==> config.mk <==
export PLATFORM = sky130hd
export DESIGN_NAME = byte_spn_cipher_ecb_cbc
export DESIGN_NICKNAME = d
export VERILOG_FILES = /design/src/hdl/bscc_pkg.sv /design/src/hdl/byte_spn_cipher_ecb_cbc.sv /design/src/hdl/bscc_core.sv
export VERILOG_INCLUDE_DIRS = /design/src /design/src/hdl
export SDC_FILE = /design/constraint.sdc
export NUM_CORES = 1
export LEC_CHECK = 0
export ABC_AREA = 1
export BUFFER_PORTS_ARGS = -buffer_cell sky130_fd_sc_hd__buf_2
export CAP_MARGIN = 20
export CORE_MARGIN = 1
export CORE_UTILIZATION = 45
export CTS_BUF_LIST = sky130_fd_sc_hd__clkbuf_2 sky130_fd_sc_hd__clkbuf_4 sky130_fd_sc_hd__clkbuf_8
export DETAILED_ROUTE_END_ITERATION = 8
export GPL_TIMING_DRIVEN = 0
export PLACE_DENSITY_LB_ADDON = 0.3
export SLEW_MARGIN = 15
export SYNTH_ARGS = -nofsm -noshare
export SYNTH_HDL_FRONTEND = slang
export SYNTH_SLANG_ARGS = --single-unit
==> constraint.sdc <==
create_clock -name clk_i -period 14.3 [get_ports clk_i]
set_input_delay 2.145 -clock clk_i [delete_from_list [all_inputs] [get_ports clk_i]]
set_output_delay 2.145 -clock clk_i [all_outputs]
set_load 0.005 [all_outputs]
==> src/hdl/byte_spn_cipher_ecb_cbc_assert.svh <==
// assertion macros for the byte cipher block
// no dependencies; assertions drop out when SYNTHESIS is defined
`ifndef BYTE_SPN_CIPHER_ECB_CBC_ASSERT_SVH
`define BYTE_SPN_CIPHER_ECB_CBC_ASSERT_SVH

`ifndef SYNTHESIS

`define BSCC_ASSERT_IMPL(lbl, clk, rstn, ante, cons) \
  lbl: assert property (@(posedge clk) disable iff (!rstn) (ante) |-> (cons)) \
    else $error("assertion failed");

`define BSCC_ASSERT_NEXT(lbl, clk, rstn, ante, cons) \
  lbl: assert property (@(posedge clk) disable iff (!rstn) (ante) |=> (cons)) \
    else $error("assertion failed");

`else

`define BSCC_ASSERT_IMPL(lbl, clk, rstn, ante, cons)
`define BSCC_ASSERT_NEXT(lbl, clk, rstn, ante, cons)

`endif

`endif

==> src/hdl/bscc_pkg.sv <==
// shared types, register indexes, s-box and rotate functions of the byte cipher
// no dependencies
package bscc_pkg;

  localparam int unsigned CfgWidth = 32;
  localparam int unsigned CfgIdxWidth = 2;

  localparam logic [CfgIdxWidth-1:0] REG_CIPHER_KEY     = 2'd0;
  localparam logic [CfgIdxWidth-1:0] REG_DECRYPT_MODE   = 2'd1;
  localparam logic [CfgIdxWidth-1:0] REG_CHAIN_MODE     = 2'd2;
  localparam logic [CfgIdxWidth-1:0] REG_INITIAL_VECTOR = 2'd3;

  typedef struct packed {
    logic [31:0] cipher_key;
    logic        decrypt_mode;
    logic        chain_mode;
    logic [7:0]  initial_vector;
  } cfg_t;

  localparam logic [3:0] SBOX_INV [16] = '{
    4'd15, 4'd6, 4'd13, 4'd4, 4'd11, 4'd2, 4'd9, 4'd0,
    4'd7, 4'd14, 4'd5, 4'd12, 4'd3, 4'd10, 4'd1, 4'd8
  };

  function automatic logic [3:0] sbox_nib(logic [3:0] x);
    logic [3:0] t;
    t = x + 4'd1;
    return 4'(t * 4'd7);
  endfunction

  function automatic logic [7:0] sub_fwd(logic [7:0] b);
    return {sbox_nib(b[7:4]), sbox_nib(b[3:0])};
  endfunction

  function automatic logic [7:0] sub_inv(logic [7:0] b);
    return {SBOX_INV[b[7:4]], SBOX_INV[b[3:0]]};
  endfunction

  function automatic logic [7:0] rotl2(logic [7:0] b);
    return {b[5:0], b[7:6]};
  endfunction

  function automatic logic [7:0] rotr2(logic [7:0] b);
    return {b[1:0], b[7:2]};
  endfunction

endpackage

==> src/hdl/byte_spn_cipher_ecb_cbc.sv <==
// top level of the byte cipher: config registers, input and result registers
// depends on bscc_pkg, bscc_core and byte_spn_cipher_ecb_cbc_assert.svh
//
// Usage:
//   Input beats (data_byte_i, start_of_message_i) are taken on in_valid_i with
//   in_stall_o low; result beats leave on out_valid_o, held while out_stall_i.
//   Config is written through cfg_we_i / cfg_index_i / cfg_wdata_i, one
//   register per cycle; the user must write only while no beat is in
//   flight, since the block itself does not enforce it. A beat taken into
//   the input register moves to the result register when that is free or
//   being read. Throughput: one beat per cycle while out_stall_i is low;
//   the cbc chain register closes its loop through the four-round datapath.
//   An input register and a result register sit back to back, so a new beat
//   is taken while a result waits; in_stall_o rises only when both are full
//   and the receiver stalls.
//   Reset clears all config registers, the chain value and both valid flags.
//   start_of_message_i makes a cbc beat chain from the initial vector.
`include "byte_spn_cipher_ecb_cbc_assert.svh"

module byte_spn_cipher_ecb_cbc
  import bscc_pkg::*;
(
  input  logic                   clk_i,
  input  logic                   rst_ni,
  input  logic                   cfg_we_i,
  input  logic [CfgIdxWidth-1:0] cfg_index_i,
  input  logic [CfgWidth-1:0]    cfg_wdata_i,
  input  logic                   in_valid_i,
  output logic                   in_stall_o,
  input  logic [7:0]             data_byte_i,
  input  logic                   start_of_message_i,
  output logic                   out_valid_o,
  input  logic                   out_stall_i,
  output logic [7:0]             result_byte_o
);

  cfg_t       cfg_q;
  logic       in_valid_q;
  logic [7:0] in_data_q;
  logic       in_start_q;
  logic       out_valid_q;
  logic [7:0] out_result_q;
  logic [7:0] chain_q;
  logic [7:0] result_d;
  logic [7:0] chain_d;
  logic       advance;
  logic       in_take;

  assign advance     = in_valid_q && (!out_valid_q || !out_stall_i);
  assign in_stall_o  = in_valid_q && !advance;
  assign in_take     = in_valid_i && !in_stall_o;
  assign out_valid_o = out_valid_q;
  assign result_byte_o = out_result_q;

  always_ff @(posedge clk_i or negedge rst_ni) begin
    if (!rst_ni) begin
      cfg_q <= '0;
    end else if (cfg_we_i) begin
      unique case (cfg_index_i)
        REG_CIPHER_KEY:     cfg_q.cipher_key     <= cfg_wdata_i;
        REG_DECRYPT_MODE:   cfg_q.decrypt_mode   <= cfg_wdata_i[0];
        REG_CHAIN_MODE:     cfg_q.chain_mode     <= cfg_wdata_i[0];
        REG_INITIAL_VECTOR: cfg_q.initial_vector <= cfg_wdata_i[7:0];
      endcase
    end
  end

  bscc_core u_core (
    .cfg_i        (cfg_q),
    .data_i       (in_data_q),
    .start_i      (in_start_q),
    .chain_i      (chain_q),
    .result_o     (result_d),
    .chain_next_o (chain_d)
  );

  always_ff @(posedge clk_i or negedge rst_ni) begin
    if (!rst_ni) begin
      in_valid_q  <= 1'b0;
      out_valid_q <= 1'b0;
      chain_q     <= 8'h00;
    end else begin
      if (in_take) begin
        in_valid_q <= 1'b1;
      end else if (advance) begin
        in_valid_q <= 1'b0;
      end
      if (advance) begin
        out_valid_q <= 1'b1;
        chain_q     <= chain_d;
      end else if (!out_stall_i) begin
        out_valid_q <= 1'b0;
      end
    end
  end

  // payload registers carry no reset
  always_ff @(posedge clk_i) begin
    if (in_take) begin
      in_data_q  <= data_byte_i;
      in_start_q <= start_of_message_i;
    end
    if (advance) begin
      out_result_q <= result_d;
    end
  end

  `BSCC_ASSERT_NEXT(a_advance_fills_out, clk_i, rst_ni, advance, out_valid_q)
  `BSCC_ASSERT_NEXT(a_enc_chain_is_result, clk_i, rst_ni, advance && !cfg_q.decrypt_mode, chain_q == out_result_q)
  `BSCC_ASSERT_NEXT(a_dec_chain_is_input, clk_i, rst_ni, advance && cfg_q.decrypt_mode, chain_q == $past(in_data_q))
  `BSCC_ASSERT_IMPL(a_stall_only_when_full, clk_i, rst_ni, in_stall_o, in_valid_q && out_valid_q && out_stall_i)

endmodule

==> src/hdl/bscc_core.sv <==
// four-round byte cipher datapath with ecb/cbc mixing and chain update
// depends on bscc_pkg
module bscc_core
  import bscc_pkg::*;
(
  input  cfg_t       cfg_i,
  input  logic [7:0] data_i,
  input  logic       start_i,
  input  logic [7:0] chain_i,
  output logic [7:0] result_o,
  output logic [7:0] chain_next_o
);

  logic [7:0] k0, k1, k2, k3;
  logic [7:0] mix;
  logic [7:0] e0, e1, e2, e3;
  logic [7:0] d0, d1, d2;

  assign k0 = cfg_i.cipher_key[31:24];
  assign k1 = cfg_i.cipher_key[23:16];
  assign k2 = cfg_i.cipher_key[15:8];
  assign k3 = cfg_i.cipher_key[7:0];

  // chaining byte only counts in cbc mode
  assign mix = cfg_i.chain_mode ? (start_i ? cfg_i.initial_vector : chain_i) : 8'h00;

  // encrypt path
  assign e0 = data_i ^ mix ^ k0;
  assign e1 = rotl2(sub_fwd(e0)) ^ k1;
  assign e2 = rotl2(sub_fwd(e1)) ^ k2;
  assign e3 = sub_fwd(e2) ^ k3;

  // decrypt path
  assign d0 = sub_inv(data_i ^ k3);
  assign d1 = sub_inv(rotr2(d0 ^ k2));
  assign d2 = sub_inv(rotr2(d1 ^ k1));

  always_comb begin
    if (cfg_i.decrypt_mode) begin
      result_o     = d2 ^ k0 ^ mix;
      chain_next_o = data_i;
    end else begin
      result_o     = e3;
      chain_next_o = e3;
    end
  end

endmodule

==> flow_summary.json <==
{
  "synth_top_area_share_pct": 27.1,
  "grt_util_all_layers_pct": 21.7,
  "dieArea_sq_um": 11100,
  "hold_viol": 0,
  "slew_viol_final": 0,
  "portBuffers": 57,
  "clock_latency_ns": 0.36,
  "cts_buffer_depth": 2,
  "synth_compound_area_share_pct": 6.70,
  "syn_area_sq_um": 4800,
  "post_cts_resized": 0,
  "drt_iter0_drc": 167,
  "std_cell_rows": 37,
  "avgRoutedWirePerCell_um": 14.7,
  "hold_class": "reg -> reg",
  "firstDrtPassIters": 4,
  "wirelength_um": 11200,
  "ys_top_cells_by_area": "dfrtp_1, edfxtp_1, nand2_1, xor2_1, xnor2_1",
  "yosys.area_share.adder_pct": 4.17,
  "avgSynthCellArea_sq_um": 8.72,
  "start_kind": "flop",
  "via_per_inst": 4.94,
  "grt_pass1_vias": 3820,
  "drive_above_1_share_pct": 25.8,
  "finalSetupViolCount": 0,
  "root_buffer": "clkbuf_8",
  "synth_ff_type": "dfrtp_1",
  "worstSetupPathType": "reg -> reg",
  "status": "finished clean",
  "synth_xor_area_share_pct": 17.2,
  "min_delay_path_depth": 2,
  "ant_nets": 0,
  "synth_edf_count": 17,
  "skew_ns": 0.00994,
  "post-cts-setup-buffers": 0,
  "slew_headroom_pct": 46.2,
  "nFillCells": 991,
  "critical_path_required_ns": 14.40,
  "r2r-start": "in_start_q$_DFFE_PP_",
  "cts_sinks": 69,
  "max_freq_ghz": 0.149,
  "critPathLaunch": "in_start_q$_DFFE_PP_",
  "crit_arrival_ns": 6.81,
  "yosysSeqAreaShare_pct": 37.7,
  "initial_core_util_pct": 46.5,
  "overflow": 0,
  "syn-num-nets": 615,
  "antenna_cells": 0,
  "die_h_um": 105,
  "cts-buffers-inserted": 9,
  "area_growth_pct": 13.3,
  "grt_max_degree": 53,
  "grt_pass1_wl_um": 18300,
  "antenna_found_initial": 0,
  "yosysTopAreaCell": "dfrtp_1",
  "ctsHoldBuffers": 0,
  "fin_nets": 683,
  "slowest_delay_ns": 0.42,
  "tightest_slew_ns": 0.807,
  "vias": 3754,
  "synth_mux_area_share_pct": 3.99,
  "yosysWarnings": 0,
  "maxCapViolCount": 0,
  "dp.final_hpwl_um": 8660,
  "synthArstFlopShare_pct": 75.4,
  "final.min_clock_period_ns": 6.71,
  "synth_top_family_by_area": "simple AND/OR/NAND/NOR gates",
  "ys_types": 36,
  "cts_tree": "built",
  "syn_inst": 551,
  "synth_seq_cells": 69,
  "synth_common_cells": "nand2_1, inv_1, dfrtp_1",
  "clk_pin_slew_worst_paths_ns": 0.07,
  "synth.most_common_cell": "nand2_1",
  "synth_simple_gate_area_share_pct": 23.1,
  "cp_max_fo": 10,
  "reg2reg_depth": 32,
  "rsz0062_at_grt": "false",
  "holdWs_ns": 0.506,
  "io-pin-count": 58,
  "slowest_stage": "edfxtp_1",
  "fp.coreArea_sq_um": 10300,
  "drc": 0,
  "gp_congestion": 0.837,
  "setup_tns_ns": 0,
  "hold_path.startpoint": "cfg_q[1]$_DFFE_PN0P_",
  "die_w_um": 105,
  "end_kind": "flop",
  "cts_htree_levels": 3,
  "finalCritPeriodShare_pct": 46.9
}
[path summary, 6_finish.rpt]
check                                                  end  slack [ns]
min in group asynchronous           in_valid_q$_DFFE_PN0P_        1.83
worst max register to register  result_byte_o[7]$_DFFE_PP_        7.59
worst min register to register        cfg_q[1]$_DFFE_PN0P_        0.51
worst min-delay path                  cfg_q[1]$_DFFE_PN0P_        0.51
worst max-delay path            result_byte_o[7]$_DFFE_PP_        7.59
max in group asynchronous            cfg_q[33]$_DFFE_PN0P_       12.00
[layout by cell type (no fill, tap or decap), types with 20 or more instances in the layout]
cell / Yosys / routed
inv_1: 59 / 59
dfrtp_1: 52 / 52
nand3_1: 27 / 27
nor2_1: 22 / 22
xor2_1: 45 / 45
nand2_1: 113 / 113
xnor2_1: 38 / 38
nand2_2: 20 / 20
a21oi_1: 24 / 24
buf_2: 0 / 56
o21ai_0: 29 / 29
[metal layers]
| layer | wire length (um) | track usage (%) |
|---|---|---|
| met5 | 0 | 0 |
| met4 | 275 | 9.96 |
| met3 | 569 | 4.08 |
| met2 | 5560 | 38.1 |
| met1 | 4790 | 25.7 |
[final cells by class]
cell class	count	area (sq um)	area share, %
Buffer	11	80.1	1.47
Tap cell	136	170	3.13
Timing Repair Buffer	57	288	5.29
Sequential cell	69	1810	33.3
Clock buffer	11	145	2.67
Multi-Input combinational cell	402	2650	48.7
Inverter	69	262	4.81
Clock inverter	5	35.0	0.644
[stage by stage]
stage | setup slack (ns) | cell area, sq um | util (%) | std cells
finish | 7.59 | 5440 | 52.7 | 760
global route | 7.06 | 5440 | 52.7 | 760
CTS | 7.56 | 5440 | 52.7 | 760
detailed placement | 7.60 | 5260 | 51.0 | 744
global placement | 7.81 | 5260 | 50.9 | 744
floorplan | 8.29 | 4800 | - | 551
[critical path, delay by kind of cell, from the launching register on]
family,cells,cell delay [ns]
AO/OA/AOI/OAI,1,0.08
XOR/XNOR,8,1.82
adder cells (fa/ha/maj),6,1.79
buffers and inverters,4,0.48
flip-flops,1,0.42
AND/OR/NAND/NOR,13,1.87
[registers in the layout, summed over array words and instances (netlist names)]
signal and cells:
cfg_q 42, chain_q 8, result_byte_o 8, in_start_q 1, in_data_q 8, out_valid_o 1, in_valid_q 1
[logic make-up after synthesis]
| family | after synthesis |
|---|---|
| adder cells (fa/ha/maj) | 16 |
| XOR/XNOR | 89 |
| flip-flops | 69 |
| AND/OR/NAND/NOR | 219 |
| multiplexers | 17 |
| buffers and inverters | 80 |
| AO/OA/AOI/OAI | 61 |
Power is not shown: default switching activity piles up to over one toggle a cycle in this logic, so the estimate is an artifact.
